[src/rtl/tljik_pkg.sv]
`timescale 1ns / 1ps
// Shared types, constants and helper functions for the two-link IK step block.
// No dependencies; every other file imports this package.
package tljik_pkg;

   localparam int DATA_WIDTH = 16;
   localparam int FRAC_BITS  = 12;
   localparam int CW         = 34;   // CORDIC datapath width, Q2.30 with headroom
   localparam int NUM_W      = 48;   // divider numerator width
   localparam int DEN_W      = 45;   // divider denominator width

   localparam logic signed [DATA_WIDTH-1:0] PI_Q     = 16'sd12868;
   localparam logic signed [18:0]           SPAN_Q   = 19'sd25736;
   localparam logic signed [DATA_WIDTH-1:0] Q1_RESET = -16'sd1608;
   localparam logic signed [DATA_WIDTH-1:0] Q2_RESET = 16'sd9651;
   localparam logic signed [CW-1:0] PI_Q30      = 34'sd3373259426;
   localparam logic signed [CW-1:0] HALF_PI_Q30 = 34'sd1686629713;
   localparam logic signed [CW-1:0] CORDIC_K    = 34'sd652032874;
   localparam logic [4:0] CORDIC_LAST = 5'd29;
   localparam logic [3:0] MUL_LAST    = 4'd10;

   typedef enum logic [3:0] {
      ST_IDLE, ST_CORDIC_GO, ST_CORDIC, ST_MUL, ST_DIV1_GO, ST_DIV1,
      ST_DIV2_GO, ST_DIV2, ST_UPDATE, ST_OUT
   } state_type;

   typedef enum logic [1:0] {
      REG_LINK2, REG_STEPS, REG_HALF_SIDE, REG_THRESHOLD
   } csr_index_type;

   // Arctangent of 2^-i in Q2.30; beyond the table the angle equals 2^-i.
   function automatic logic signed [CW-1:0] atan_entry(input logic [4:0] i);
      logic signed [CW-1:0] v;
      case (i)
         5'd0: v = 34'sd843314857;
         5'd1: v = 34'sd497837830;
         5'd2: v = 34'sd263043837;
         5'd3: v = 34'sd133525159;
         5'd4: v = 34'sd67021687;
         5'd5: v = 34'sd33543516;
         5'd6: v = 34'sd16775851;
         5'd7: v = 34'sd8388437;
         5'd8: v = 34'sd4194283;
         5'd9: v = 34'sd2097149;
         default: v = $signed({{(CW-1){1'b0}}, 1'b1} << (5'd30 - i));
      endcase
      return v;
   endfunction

   // Wraps an angle into [-PI, PI); the input never lies more than two spans out.
   function automatic logic signed [DATA_WIDTH-1:0] wrap_angle(input logic signed [17:0] a);
      logic signed [18:0] t;
      t = 19'(a) + 19'(PI_Q);
      if (t < 0) t = t + SPAN_Q;
      if (t < 0) t = t + SPAN_Q;
      if (t >= SPAN_Q) t = t - SPAN_Q;
      if (t >= SPAN_Q) t = t - SPAN_Q;
      t = t - 19'(PI_Q);
      return t[DATA_WIDTH-1:0];
   endfunction

endpackage

[src/rtl/tljik_cordic.sv]
`timescale 1ns / 1ps
// Iterative rotation-mode CORDIC giving sine and cosine of a wrapped angle.
// Depends on tljik_pkg for widths, the arctangent table and constants.
module tljik_cordic import tljik_pkg::*; (
   input  logic                         clock,
   input  logic                         reset,
   input  logic                         start,
   input  logic signed [DATA_WIDTH-1:0] angle,
   output logic                         done,
   output logic signed [DATA_WIDTH-1:0] sin_out,
   output logic signed [DATA_WIDTH-1:0] cos_out
);

   logic signed [CW-1:0] x_ff, y_ff, z_ff, z_start, x_fix, y_fix, x_rnd, y_rnd;
   logic [4:0] iter_ff;
   logic       run_ff, flip_ff, done_ff;

   assign z_start = CW'(angle) <<< (30 - FRAC_BITS);

   always_ff @(posedge clock) begin
      if (reset) begin
         run_ff  <= 1'b0;
         done_ff <= 1'b0;
         iter_ff <= '0;
      end else begin
         done_ff <= 1'b0;
         if (start) begin
            run_ff  <= 1'b1;
            iter_ff <= '0;
         end else if (run_ff) begin
            iter_ff <= iter_ff + 5'd1;
            if (iter_ff == CORDIC_LAST) begin
               run_ff  <= 1'b0;
               done_ff <= 1'b1;
            end
         end
      end
   end

   always_ff @(posedge clock) begin
      if (start) begin
         x_ff <= CORDIC_K;
         y_ff <= '0;
         if (z_start > HALF_PI_Q30) begin
            z_ff    <= z_start - PI_Q30;
            flip_ff <= 1'b1;
         end else if (z_start < -HALF_PI_Q30) begin
            z_ff    <= z_start + PI_Q30;
            flip_ff <= 1'b1;
         end else begin
            z_ff    <= z_start;
            flip_ff <= 1'b0;
         end
      end else if (run_ff) begin
         if (z_ff >= 0) begin
            x_ff <= x_ff - (y_ff >>> iter_ff);
            y_ff <= y_ff + (x_ff >>> iter_ff);
            z_ff <= z_ff - atan_entry(iter_ff);
         end else begin
            x_ff <= x_ff + (y_ff >>> iter_ff);
            y_ff <= y_ff - (x_ff >>> iter_ff);
            z_ff <= z_ff + atan_entry(iter_ff);
         end
      end
   end

   assign x_fix = flip_ff ? -x_ff : x_ff;
   assign y_fix = flip_ff ? -y_ff : y_ff;
   assign x_rnd = (x_fix + (CW'(1) <<< (29 - FRAC_BITS))) >>> (30 - FRAC_BITS);
   assign y_rnd = (y_fix + (CW'(1) <<< (29 - FRAC_BITS))) >>> (30 - FRAC_BITS);
   assign cos_out = x_rnd[DATA_WIDTH-1:0];
   assign sin_out = y_rnd[DATA_WIDTH-1:0];
   assign done    = done_ff;

endmodule

[config.mk]
export PLATFORM = sky130hd
export DESIGN_NAME = tljik_cordic
export DESIGN_NICKNAME = d
export VERILOG_FILES = /design/src/rtl/tljik_pkg.sv /design/src/rtl/tljik_cordic.sv
export SDC_FILE = /design/constraint.sdc
export NUM_CORES = 1
export LEC_CHECK = 0
export BUFFER_PORTS_ARGS = -buffer_cell sky130_fd_sc_hd__buf_2
export CORE_ASPECT_RATIO = 1.75
export CORE_MARGIN = 1
export CORE_UTILIZATION = 50
export DETAILED_ROUTE_END_ITERATION = 12
export PLACE_DENSITY = 0.66
export SLEW_MARGIN = 10
export SYNTH_ARGS = -nofsm -noshare
export SYNTH_HDL_FRONTEND = slang
export SYNTH_SLANG_ARGS = --single-unit
[constraint.sdc]
create_clock -name clock -period 10.05 [get_ports clock]
set_input_delay 2.01 -clock clock [delete_from_list [all_inputs] [get_ports clock]]
set_output_delay 2.01 -clock clock [all_outputs]
set_load 0.005 [all_outputs]
==> results by group <==
Cells and area
  • Ant diodes: 0
  • Area Growth Syn to Fin: 3.185%
  • Nets: between 2k and 2.5k
  • Layout cells sized above 1: a little over a tenth

CTS
  • Post-CTS Setup Inserts: 0
  • CTS sink count: 110
  • Max Root-Sink Buffers: 2
  • Clk pin slew, worst setup/hold paths: approximately 90 ps
  • CTS resizes: 0
  • H-Tree Depth: 3
  • # hold bufs at CTS: 0
  • Root Buffer: clkbuf_16
  • Worst-Skew Late Latency: 420 ps
  • TritonCTS clock tree: yes
  • Num CTS Buffers: 9

Floorplan
  • Top Ports: between 50 and 60
  • Die width: approximately 150 um
  • CORE AREA: between 30000 and 40000 um2
  • Die ar.: between 30000 and 40000 um2
  • Chip height: 257.8 um
  • Initial Util: roughly half
  • Number of core rows: slightly above 90

Synthesis
  • Mux contribution to synthesized area: between 10% and 20%
  • Adder-cell share of the synthesized area: under 10%
  • Most common cell in the netlist: nand2_1
  • Top-area cell type share of the netlist area: 8.029%
  • Async S/R FF share, synth: 0%
  • Synthesized area: approximately 19000 um2
  • Top FF cell, synth: dfxtp_1
  • Synth Area in XOR/XNOR: 10.91%
  • Main combinational cell family by area after synthesis: compound AO/OA/AOI/OAI gates
  • Post-synth top area cell: dfxtp_1
  • Ys Warns: 0
  • Synth Area in Compound Gates: ~28%
  • EDFF count, synth: 35
  • Post-synthesis cell type count: 100
  • Register area share after synthesis: around 14%
  • Synth top area cells: dfxtp_1 (8.0%), ha_1 (7.6%), mux4_2 (6.7%), xnor2_1 (6.6%), edfxtp_1 (5.6%)
  • Yosys reg bits: 110
  • Syn avg cell area: just under 8 um2
  • Most frequent cells after synthesis: nand2_1 (214), nor2_1 (212), o21ai_0 (192)
  • Simple-gate area share of the yosys netlist: about 19%
  • Cell count after synthesis: 2433
  • Post-Syn Nets: roughly 2.6k

GRT
  • Total grt overflow: 0
  • Initial antenna violation count: 1
  • First-pass GRT wire length: 106.0 mm
  • Vias in the first global route: about 19k
  • Largest net degree at the start of global routing: 84
  • GRT Util Overall: 36.14%

Timing
  • Fin crit period: around 8000 ps
  • Fin. max-slew vios: 0
  • Setup TNS: 0 ps
  • Slew @ Worst Pin: roughly 1300 ps
  • Relative slew slack: 12.77%
  • Unrepaired setup endpoints after global routing: false
  • Final setup viols: 0
  • Endpoints failing hold: 0
  • Max Freq: 124.8 MHz
  • Final clock skew: around 19 ps
  • Post-route clock period utilization: between 70% and 80%
  • Hold_ws: 536.1 ps

Placed design
  • Post-DP HPWL: 50.28 mm
  • RePlAce Congestion: approximately 1.1
  • # port buffers: between 50 and 60

Flow run
  • Max-cap viol count: 0

Detailed routing
  • Wire per inst: ~24 um
  • Vias per inst: between 6 and 7
  • Pre-antenna DRT Iters: 6
  • Vias after detailed routing: 19.42k
  • Drc violations: 0
  • Routed Antenna Nets: 0
  • Routed WL: 69.23 mm
  • Iter 0 DRT Violations: 1946

Critical path
  • WS Path Type: flop to flop
  • Startpoint Class: flop
  • CP Max Fanout: between 60 and 70
  • WP data required: between 10000 and 15000 ps
  • Worst Path Arrival: roughly 8000 ps
  • CP endpoint kind: flop

Pwr
  • Lkg Pwr: 7.640 nW
  • Worst vdd rail ir drop: about 0.15 mV
  • Power Dens Cells: 341.6 nW/um2

Worst hold path
  • Hold Path Class: flop to flop

Run status
  • Status: finished, final reports clean
## routing by layer
| metal | wire length (um) | track usage [%] | up-vias |
|---|---|---|---|
| li1 | - | - | 8896 |
| met3 | 5719 | 8.163 | 359 |
| met2 | 34070 | 62.99 | 1017 |
| met5 | 14 | 0 | - |
| met1 | 23340 | 36.49 | 9141 |
| met4 | 6093 | 29.67 | 2 |
## logic make-up after synthesis
kind of cell / count (synthesis)
xor gates and xnor gates: 233
adders and majority gates: 119
and+or+nand+nor: 743
AOI/OAI and AO/OA: 790
DFF: 110
buffers and inverters: 248
muxes: 190
## critical path, stage by stage (launching register included)
cell and delay, ps:
dfxtp_4 1030, inv_1 720, ha_1 640, nand3b_1 220, a41oi_1 330, a311oi_1 590, ha_1 270, inv_1 70
a2111oi_0 310, nand4_1 250, nor3_1 430, nand2_1 200, o21ai_0 250, xor2_1 110, ha_1 400, nand4_1 170
a2111oi_0 470, nor3_1 220, o21ba_2 270, o21bai_1 170, a21boi_0 140, o21ai_0 220, xor2_1 160, mux2i_1 80
## worst paths after layout
path	from	end	slack, ps	depth (start not counted)
worst max-delay path	iter_ff[0]	z_ff[33]	2040	23
worst min register to register	x_ff[0]	x_ff[0]	540	2
worst min-delay path	x_ff[0]	x_ff[0]	540	2
worst max register to register	iter_ff[0]	z_ff[33]	2040	23
## power by group
part | total [W] | switching [W] | internal [W]
combinational | 0.00509 | 0.00288 | 0.00222
clock | 0.000439 | 0.000203 | 0.000236
sequential | 0.00106 | 0.000401 | 0.000657
total | 0.00659 | 0.00348 | 0.00311
## layout by cell type, fill, tap and decap left out, types with 11 or more instances in the layout
master    count
nand2_1     214
nor2_1      211
o21ai_0     192
a21oi_1     176
xnor2_1     141
ha_1        114
mux2i_1      93
xor2_1       92
inv_1        72
dfxtp_1      69
a21o_1       58
mux4_2       56
buf_2        50
nor3_1       46
nand3_1      46
nand2b_1     40
mux2_2       38
edfxtp_1     35
nor2b_1      30
o22ai_1      29
buf_4        28
o31ai_1      27
a31oi_1      25
or3_1        23
a22oi_1      23
o211ai_1     23
o21a_1       23
or2_2        22
and3_1       22
a211oi_1     21
nand4_1      17
a211o_1      17
o21bai_1     17
o221ai_1     12
and2_1       12
a32oi_1      11
a22o_1       11
## stage by stage
step	total power [W]	setup slack, ps	area (um2)	util [%]	std cells
final	0.006592	2040	19290	52.47	2830
after detailed placement	0.005981	2162	18950	51.54	2814
after floorplan	0.004814	3902	18700	-	2433
after global placement	0.005884	2318	18950	51.54	2814
after global routing	0.007130	1389	19290	52.47	2830
after CTS	0.006454	2139	19290	52.46	2830
## layout make-up
class | count | area [um2]
inverter | 76 | 285.3
clock buffer | 11 | 254.0
fill | 3613 | 17480
multi-input combinational | 2075 | 15050
sequential | 110 | 2570
clock inverter | 5 | 83.83
timing repair buffer | 78 | 460.4
tap | 475 | 594.3
## flip-flops by register name, indices dropped and copies added, names as in the netlist
signal   cells
y_ff        34
run_ff       1
iter_ff      5
z_ff        34
x_ff        34
done         1
flip_ff      1
Note: power is estimated with default switching activity, not from simulation.
