## src/rtl/tljik_pkg.sv

```systemverilog
`timescale 1ns / 1ps
// Shared types, constants and helper functions for the two-link IK step block.
// No dependencies; every other file imports this package.
package tljik_pkg;

   localparam int DATA_WIDTH = 16;
   localparam int FRAC_BITS  = 12;
   localparam int CW         = 34;   // CORDIC datapath width, Q2.30 with headroom
   localparam int NUM_W      = 48;   // divider numerator width
   localparam int DEN_W      = 45;   // divider denominator width

   localparam logic signed [DATA_WIDTH-1:0] PI_Q     = 16'sd12868;
   localparam logic signed [18:0]           SPAN_Q   = 19'sd25736;
   localparam logic signed [DATA_WIDTH-1:0] Q1_RESET = -16'sd1608;
   localparam logic signed [DATA_WIDTH-1:0] Q2_RESET = 16'sd9651;
   localparam logic signed [CW-1:0] PI_Q30      = 34'sd3373259426;
   localparam logic signed [CW-1:0] HALF_PI_Q30 = 34'sd1686629713;
   localparam logic signed [CW-1:0] CORDIC_K    = 34'sd652032874;
   localparam logic [4:0] CORDIC_LAST = 5'd29;
   localparam logic [3:0] MUL_LAST    = 4'd10;

   typedef enum logic [3:0] {
      ST_IDLE, ST_CORDIC_GO, ST_CORDIC, ST_MUL, ST_DIV1_GO, ST_DIV1,
      ST_DIV2_GO, ST_DIV2, ST_UPDATE, ST_OUT
   } state_type;

   typedef enum logic [1:0] {
      REG_LINK2, REG_STEPS, REG_HALF_SIDE, REG_THRESHOLD
   } csr_index_type;

   // Arctangent of 2^-i in Q2.30; beyond the table the angle equals 2^-i.
   function automatic logic signed [CW-1:0] atan_entry(input logic [4:0] i);
      logic signed [CW-1:0] v;
      case (i)
         5'd0: v = 34'sd843314857;
         5'd1: v = 34'sd497837830;
         5'd2: v = 34'sd263043837;
         5'd3: v = 34'sd133525159;
         5'd4: v = 34'sd67021687;
         5'd5: v = 34'sd33543516;
         5'd6: v = 34'sd16775851;
         5'd7: v = 34'sd8388437;
         5'd8: v = 34'sd4194283;
         5'd9: v = 34'sd2097149;
         default: v = $signed({{(CW-1){1'b0}}, 1'b1} << (5'd30 - i));
      endcase
      return v;
   endfunction

   // Wraps an angle into [-PI, PI); the input never lies more than two spans out.
   function automatic logic signed [DATA_WIDTH-1:0] wrap_angle(input logic signed [17:0] a);
      logic signed [18:0] t;
      t = 19'(a) + 19'(PI_Q);
      if (t < 0) t = t + SPAN_Q;
      if (t < 0) t = t + SPAN_Q;
      if (t >= SPAN_Q) t = t - SPAN_Q;
      if (t >= SPAN_Q) t = t - SPAN_Q;
      t = t - 19'(PI_Q);
      return t[DATA_WIDTH-1:0];
   endfunction

endpackage

```

## src/rtl/tljik_div.sv

```systemverilog
`timescale 1ns / 1ps
// Restoring divider: num * 2^FRAC_BITS / den, truncated and saturated.
// Depends on tljik_pkg for widths; one quotient bit per cycle.
module tljik_div import tljik_pkg::*; (
   input  logic                         clock,
   input  logic                         reset,
   input  logic                         start,
   input  logic signed [NUM_W-1:0]      num,
   input  logic signed [DEN_W-1:0]      den,
   output logic                         done,
   output logic signed [DATA_WIDTH-1:0] quotient
);

   logic [NUM_W-1:0] n_mag;
   logic [DEN_W-1:0] d_mag, d_ff;
   logic [DEN_W:0]   r_ff, r_shift;
   logic [DATA_WIDTH-1:0] bits_ff, q_ff;
   logic [3:0] cnt_ff;
   logic run_ff, done_ff, neg_ff, sat_ff;

   assign n_mag   = (num < 0) ? NUM_W'(-num) : NUM_W'(num);
   assign d_mag   = (den < 0) ? DEN_W'(-den) : DEN_W'(den);
   assign r_shift = {r_ff[DEN_W-1:0], bits_ff[DATA_WIDTH-1]};

   always_ff @(posedge clock) begin
      if (reset) begin
         run_ff  <= 1'b0;
         done_ff <= 1'b0;
         cnt_ff  <= '0;
      end else begin
         done_ff <= 1'b0;
         if (start) begin
            run_ff <= 1'b1;
            cnt_ff <= '0;
         end else if (run_ff) begin
            cnt_ff <= cnt_ff + 4'd1;
            if (cnt_ff == 4'hF) begin
               run_ff  <= 1'b0;
               done_ff <= 1'b1;
            end
         end
      end
   end

   always_ff @(posedge clock) begin
      if (start) begin
         neg_ff  <= (num < 0) != (den < 0);
         sat_ff  <= {1'b0, n_mag} >= {d_mag, 4'b0000};
         d_ff    <= d_mag;
         r_ff    <= (DEN_W+1)'(n_mag >> 4);
         bits_ff <= {n_mag[3:0], {(DATA_WIDTH-4){1'b0}}};
         q_ff    <= '0;
      end else if (run_ff) begin
         bits_ff <= bits_ff << 1;
         if (r_shift >= {1'b0, d_ff}) begin
            r_ff <= r_shift - {1'b0, d_ff};
            q_ff <= {q_ff[DATA_WIDTH-2:0], 1'b1};
         end else begin
            r_ff <= r_shift;
            q_ff <= {q_ff[DATA_WIDTH-2:0], 1'b0};
         end
      end
   end

   always_comb begin
      if (neg_ff) begin
         if (sat_ff || q_ff > {1'b1, {(DATA_WIDTH-1){1'b0}}})
            quotient = {1'b1, {(DATA_WIDTH-1){1'b0}}};
         else
            quotient = -$signed(q_ff);
      end else begin
         if (sat_ff || q_ff[DATA_WIDTH-1])
            quotient = {1'b0, {(DATA_WIDTH-1){1'b1}}};
         else
            quotient = $signed(q_ff);
      end
   end

   assign done = done_ff;

endmodule

```

## config.mk

```make
export PLATFORM = sky130hd
export DESIGN_NAME = tljik_div
export DESIGN_NICKNAME = d
export VERILOG_FILES = /design/src/rtl/tljik_pkg.sv /design/src/rtl/tljik_div.sv
export SDC_FILE = /design/constraint.sdc
export NUM_CORES = 1
export LEC_CHECK = 0
export ABC_AREA = 1
export ABC_CLOCK_PERIOD_IN_PS = 7400
export BUFFER_PORTS_ARGS = -buffer_cell sky130_fd_sc_hd__buf_4
export CORE_ASPECT_RATIO = 1.1
export CORE_UTILIZATION = 45
export DETAILED_ROUTE_END_ITERATION = 8
export GPL_TIMING_DRIVEN = 1
export SKIP_CTS_REPAIR_TIMING = 1
export SLEW_MARGIN = 20
export SYNTH_ARGS = -nofsm -noshare
export SYNTH_HDL_FRONTEND = slang
export SYNTH_SLANG_ARGS = --single-unit
```

## constraint.sdc

```tcl
create_clock -name clock -period 7.4 [get_ports clock]
set_clock_uncertainty 0.15 [all_clocks]
set_input_delay 1.48 -clock clock [delete_from_list [all_inputs] [get_ports clock]]
set_output_delay 1.48 -clock clock [all_outputs]
set_load 0.005 [all_outputs]
```

==> results of run 1 <==
[cells in the mapped netlist (2+ instances only)]
| cell type | count |
|---|---|
| or2_2 | 5 |
| o21ai_0 | 69 |
| nor3_1 | 18 |
| buf_1 | 8 |
| o21bai_1 | 4 |
| and2_1 | 4 |
| buf_6 | 9 |
| xnor2_1 | 35 |
| nor4_1 | 15 |
| nand3b_2 | 2 |
| xor2_1 | 75 |
| nor2_2 | 23 |
| dfxtp_1 | 23 |
| or2_0 | 2 |
| nand4_1 | 31 |
| nand3b_1 | 45 |
| nand3_1 | 172 |
| o22ai_1 | 16 |
| nor3_2 | 3 |
| clkbuf_1 | 17 |
| inv_2 | 8 |
| edfxtp_1 | 95 |
| clkinv_1 | 4 |
| a21oi_1 | 65 |
| inv_1 | 419 |
| o21ai_2 | 2 |
| nand3_2 | 2 |
| ha_1 | 94 |
| o31ai_1 | 4 |
| o21ai_1 | 27 |
| o211ai_1 | 2 |
| nand2_2 | 18 |
| a31oi_1 | 2 |
| nor2_1 | 201 |
| nand2_1 | 630 |
| buf_2 | 6 |
| nor3_4 | 2 |
| a21oi_2 | 2 |
| a21boi_0 | 2 |
[power breakdown]
group / leakage, nW / internal, mW / total (mW) / switching (mW)
combinational: 6.53 / 0.712 / 2.09 / 1.38
sequential: 1.13 / 0.863 / 0.915 / 0.0522
clock: 0.279 / 0.529 / 0.848 / 0.319
[routing by layer]
layer  routed length (um)  track usage [%]  vias to the layer above
li1                     -                -                     7067
met4                 1882            13.10                        0
met1                22310            42.82                     6322
met5                    0                0                        -
met2                20790            49.85                      422
met3                 2137            2.899                       70
[sequential cells by signal (all words and copies together), names as in the netlist]
register / flops
q_ff: 16
run_ff: 1
neg_ff: 1
d_ff: 45
done: 1
cnt_ff: 4
sat_ff: 1
r_ff: 45
bits_ff: 4
[kinds of logic after synthesis]
group	share of synthesized area, %
AOI/OAI and AO/OA	8.054
xor gates and xnor gates	7.191
adders and majority gates	8.780
buffers and inverters	13.58
DFF	24.32
and+or+nand+nor	38.08
[path summary, 6_finish.rpt]
check | start | to
worst max-delay path | den[0] | sat_ff
worst min-delay path | r_ff[44] | r_ff[44]
worst max register to register | r_ff[5] | r_ff[34]
worst min register to register | r_ff[44] | r_ff[44]
[layout by cell type, fill, tap and decap left out, types with 23 or more instances in the layout]
cell type / n
a21oi_1: 65
buf_4: 116
dfxtp_1: 23
edfxtp_1: 95
ha_1: 94
inv_1: 418
nand2_1: 630
nand3_1: 172
nand3b_1: 45
nand4_1: 31
nor2_1: 200
nor2_2: 24
o21ai_0: 69
o21ai_1: 27
xnor2_1: 35
xor2_1: 75
[tightest hold or removal path: stages, from the launching register on]
cell,delay (ps)
dfxtp_1,320
nand2_1,60
nand2_1,40
[final cells by class]
type / count / area share (%)
Clock buffer: 17 / 2.774
Tap cell: 374 / 3.052
Inverter: 431 / 10.55
Clock inverter: 15 / 1.142
Multi-Input combinational cell: 1585 / 55.19
Timing Repair Buffer: 116 / 5.679
Sequential cell: 118 / 21.61
[per-stage QoR]
stage	std cells	hold WS [ps]	total power [mW]	setup WS [ps]	util (%)
2_1_floorplan	2175	288.0	2.408	3256	-
3_3_place_gp	2624	310.3	2.963	2220	49.70
3_5_place_dp	2624	310.3	2.978	2174	49.70
4_1_cts	2656	318.3	3.836	2615	51.72
5_1_grt	2656	331.5	4.162	2340	51.72
6_report	2656	319.6	3.851	2490	51.72
==> impl_metrics.env, run 1 <==
export IMPL_timing_final_crit_share_pct=66.35
export IMPL_core_um2=29650
export IMPL_nets=2460
export IMPL_vias=13880
export IMPL_synthesis_area_um2=13620
export IMPL_worstSetupPathType="in2reg"
export IMPL_yosysTopAreaCell="edfxtp_1"
export IMPL_root_buffer="clkbuf_16"
export IMPL_ant_nets=0
export IMPL_endpoint_kind="flop"
export IMPL_multiInputGateArea_um2=8463
export IMPL_grt_ovfl_total=0
export IMPL_wl_per_cell_um=17.74
export IMPL_wirelength_um=47120
export IMPL_dpl_cell_area_um2=14730
export IMPL_status="completed"
export IMPL_path_depth=24
export IMPL_cp_cell_sequence="buf_4, inv_1, ha_1, nand3_1, nor2_1, inv_1, nor2_2, inv_1, nor2_1, nand3_1, nand2_1, xor2_1, inv_1, ha_1, nand2_1, inv_1, nand3_1, inv_1, a21oi_1, o21ai_0, nand2_1, nand3_1, nand2_1, nand2_1"
export IMPL_r2r_slack_ps=4010
export IMPL_crit_top_cell="inv_1"
export IMPL_vias_per_cell=5.226
export IMPL_critical_path_buf_inv_count=7
export IMPL_hold_path_depth=2
export IMPL_rsz0062_at_grt="false"
export IMPL_port_buffers=112
export IMPL_crit_path_start_kind="input port"
export IMPL_tritoncts="yes"
export IMPL_postSynthAreaPerCell_um2=6.264
export IMPL_syn_num_nets=2366
export IMPL_dp_hpwl_um=39730
export IMPL_synth_main_ff_cell="edfxtp_1"
export IMPL_yosys_top_cells_area="edfxtp_1, nand2_1, inv_1"
export IMPL_ys_async_sr_fraction_pct=0
export IMPL_htreeDepth=4
export IMPL_yosysSeqAreaShare_pct=24.32
export IMPL_core_rowCount=66
export IMPL_clock_latency_ps=430
export IMPL_synth_edff_count=95
export IMPL_start_util_pct=45.96
export IMPL_finalHoldViolCount=0
export IMPL_area_growth_pct=12.55
export IMPL_antenna_found_initial=0
export IMPL_grt_pass1_vias=13000
export IMPL_timing_fmax_mhz=203.7
export IMPL_fp_dieW_um=167.9
export IMPL_min_path_type="reg2reg"
export IMPL_reg2reg_depth=10
export IMPL_drc=0
export IMPL_cts_sinks=118
export IMPL_yosysUniqueCellTypes=53
export IMPL_grt_pass1_wl_um=72230
export IMPL_max_stage_delay_ps=370
export IMPL_cp_data_arrival_time_ps=5060
export IMPL_crit_family="simple AND/OR/NAND/NOR gates"
export IMPL_cts_made_buffers=17
export IMPL_postSynthCellCount=2175
export IMPL_ios=113
export IMPL_fillers=3086
export IMPL_seq_area_um2=3313
export IMPL_drive_above_1_share_pct=9.641
export IMPL_ys_ff_latch=118
export IMPL_leakagePower_nw=7.945
export IMPL_track_usage_pct=31.12
export IMPL_tns_ps=0
export IMPL_die_area_um2=30980
export IMPL_ys_warn_count=0
export IMPL_fin_crit_ps=4910
export IMPL_design_area_um2=15330
export IMPL_worst_slew_pin_slew_ps=900.6
export IMPL_dr_pass1_iters=5
export IMPL_n_antenna_cell=0
export IMPL_cts_clk_slew_worst_paths_ps=60
export IMPL_cts_path_max_buffers=2
export IMPL_synth_top_cell_area_share_pct=20.94
export IMPL_required_ps=7550
export IMPL_vdd_drop_max_uv=156.9
export IMPL_grt_max_degree=59
export IMPL_power_density_nw_per_um2=251.2
export IMPL_path_max_fanout=5
export IMPL_setup_viol=0
export IMPL_drv_cap=0
export IMPL_finalMaxSlewViolations=0
export IMPL_slowest_stage="o21ai_0"
export IMPL_slew_headroom_pct=39.75
export IMPL_gp_congestion=1.001
export IMPL_die_y_um=184.5
export IMPL_drt_iter0_drc=1170
Power figures use the tool's default switching activity.
==> inputs of run 2 (changes only) <==
ABC_AREA = 0   (was 1)
ABC_CLOCK_PERIOD_IN_PS = 5100   (was 7400)
clock period = 5.1 ns   (was 7.4 ns; I/O delays follow)
==> impl_metrics.env, run 2 <==
export IMPL_min_path_type="reg2reg"
export IMPL_yosysUniqueCellTypes=70
export IMPL_syn_num_nets=1483
export IMPL_rr_startpoint="d_ff[0]"
export IMPL_wirelength_um=30820
export IMPL_final_common_cell="buf_4"
export IMPL_ys_ff_latch=118
export IMPL_tritoncts="yes"
export IMPL_layout_common_cells="buf_4, inv_1, edfxtp_1, ha_1, nand2_1"
export IMPL_violations="setup timing"
export IMPL_nets=1663
export IMPL_design_area_um2=13560
export IMPL_worst_slew_pin_slew_ps=952.0
export IMPL_fin_ws_ps=-135.4
export IMPL_finalMaxSlewViolations=0
export IMPL_slew_headroom_pct=34.89
export IMPL_fp_dieW_um=151.9
export IMPL_dpl_cell_area_um2=12980
export IMPL_power_density_nw_per_um2=386.7
export IMPL_endpoint_kind="flop"
export IMPL_reg2reg_depth=12
export IMPL_cts_made_buffers=17
export IMPL_port_buffers=112
export IMPL_required_ps=5110
export IMPL_grt_max_degree=91
export IMPL_tns_ps=-135.4
export IMPL_cp_data_arrival_time_ps=5240
export IMPL_yosysTopAreaCell="edfxtp_1"
export IMPL_grt_pass1_wl_um=50000
export IMPL_grt_pass1_vias=9583
export IMPL_dr_pass1_iters=5
export IMPL_core_rowCount=59
export IMPL_setup_viol=1
export IMPL_dp_cells=1758
export IMPL_drv_cap=0
export IMPL_synth_top_cell_area_share_pct=25.66
export IMPL_path_max_fanout=6
export IMPL_die_y_um=166.8
export IMPL_postSynthAreaPerCell_um2=8.604
export IMPL_p_total_mw=5.242
export IMPL_synth_common_cells="inv_1, edfxtp_1, ha_1"
export IMPL_status="complete, but fails checks"
export IMPL_crit_path_start_kind="input port"
export IMPL_vias_per_cell=5.664
export IMPL_cts_clk_slew_worst_paths_ps=60
export IMPL_n_antenna_cell=0
export IMPL_synth_main_ff_cell="edfxtp_1"
export IMPL_fin_crit_ps=5235
export IMPL_ys_warn_count=0
export IMPL_core_um2=23920
export IMPL_cts_sinks=118
export IMPL_yosysSeqAreaShare_pct=29.80
export IMPL_drt_iter0_drc=829
export IMPL_worstSetupPathType="in2reg"
export IMPL_wl_per_cell_um=17.24
export IMPL_die_area_um2=25340
export IMPL_drive_above_1_share_pct=19.62
export IMPL_dp_hpwl_um=24460
export IMPL_track_usage_pct=24.55
export IMPL_drc=0
export IMPL_root_buffer="clkbuf_16"
export IMPL_synth_edff_count=95
export IMPL_grt_ovfl_total=0
export IMPL_timing_final_crit_share_pct=102.7
export IMPL_reg_top3="d_ff: 45 flops, r_ff: 45 flops, q_ff: 16 flops"
export IMPL_ant_nets=0
export IMPL_finalHoldViolCount=0
export IMPL_r2r_end="r_ff[14]"
export IMPL_vdd_drop_max_uv=191.0
export IMPL_vias=10130
export IMPL_r2r_slack_ps=780
export IMPL_yosys_top_cells_area="edfxtp_1, ha_1, xnor2_1"
export IMPL_cts_path_max_buffers=2
export IMPL_timing_fmax_mhz=191.0
export IMPL_cp_endpoint="sat_ff"
export IMPL_ios=113
export IMPL_clock_latency_ps=430
export IMPL_synth_most_common_cell="inv_1"
export IMPL_start_util_pct=46.48
export IMPL_worstSetupStartpoint="den[10]"
export IMPL_synthesis_area_um2=11120
export IMPL_fin_cells=1788
export IMPL_ys_async_sr_fraction_pct=0
export IMPL_antenna_found_initial=0
export IMPL_gp_congestion=0.9104
export IMPL_area_growth_pct=21.94
export IMPL_postSynthCellCount=1292
export IMPL_rsz0062_at_grt="true"
export IMPL_htreeDepth=4
export IMPL_leakagePower_nw=5.955
-- run 2: cell count changes after synthesis, moves of 23 or more --
cell,previous run,this run
mux2i_1,0,41
or3_1,0,27
nand3_1,172,33
o21ai_1,27,2
xnor2_1,35,74
nand2_1,630,91
a21o_1,1,33
inv_1,419,106
nor2_1,201,84
clkbuf_1,17,43
nor2_2,23,0
nand3b_1,45,1
a21oi_1,65,90
-- run 2: cell families (layout without fill, tap and decap cells) --
logic type,count (synthesis),after routing,share of synthesized area (%)
buffers and inverters,161,352,5.470
adder cells (fa/ha/maj),95,95,10.76
flip-flops,118,118,29.80
multiplexers,44,44,3.995
AND/OR/NAND/NOR,378,378,17.55
XOR/XNOR,137,137,10.79
AO/OA/AOI/OAI,359,359,21.63
-- run 2: worst max-delay path: stages --
cell and delay [ps]:
buf_6 90, or4_4 560, or4_4 530, or4_4 440, or4_4 470, nand2b_4 170, or2_4 240, o31ai_4 190
xor2_1 180, ha_1 270, a21o_1 160, a21o_1 180, a21oi_2 140, nor2b_1 50, o21ai_1 120, nand2b_1 80
a221oi_2 260, a21oi_1 90
-- run 2: cell type report --
class / instances / area (um^2)
tap: 305 / 381.6
inverter: 106 / 397.9
clock inverter: 12 / 110.1
timing repair buffer: 216 / 1667
sequential: 118 / 3313
fill: 2217 / 10360
multi-input combinational: 1013 / 7257
clock buffer: 18 / 429.2
-- run 2: metal layers --
layer | part of all wire, % | up-vias | global-route usage [%]
li1 | - | 5105 | -
met4 | 2.0 | 0 | 7.870
met1 | 52 | 4678 | 37.78
met2 | 41 | 305 | 35.28
met5 | 0 | - | 0
met3 | 5.4 | 39 | 2.732
-- run 2: worst min path at each step --
stage	startpoint	end	slack, ps	cells past startpoint
finish	cnt_ff[3]	done	330	2
CTS	cnt_ff[3]	done	330	2
global route	cnt_ff[3]	done	350	2
floorplan	cnt_ff[3]	done	300	2
detailed placement	cnt_ff[3]	done	330	2
global placement	cnt_ff[3]	done	320	2
-- run 2: report_power, final --
| part | internal [mW] | switching (mW) |
|---|---|---|
| clock network | 0.661 | 0.444 |
| logic | 1.19 | 1.58 |
| registers | 1.28 | 0.0895 |
| total | 3.13 | 2.12 |
-- run 2: metrics by stage --
step | setup slack [ps] | hold slack (ps) | utilization (%)
3_5_place_dp | -690.0 | 326.0 | 54.28
4_1_cts | -234.8 | 334.3 | 56.53
6_report | -135.4 | 334.6 | 56.68
3_3_place_gp | -616.6 | 318.3 | 54.28
5_1_grt | -310.4 | 348.1 | 56.68
2_1_floorplan | -313.3 | 303.5 | -
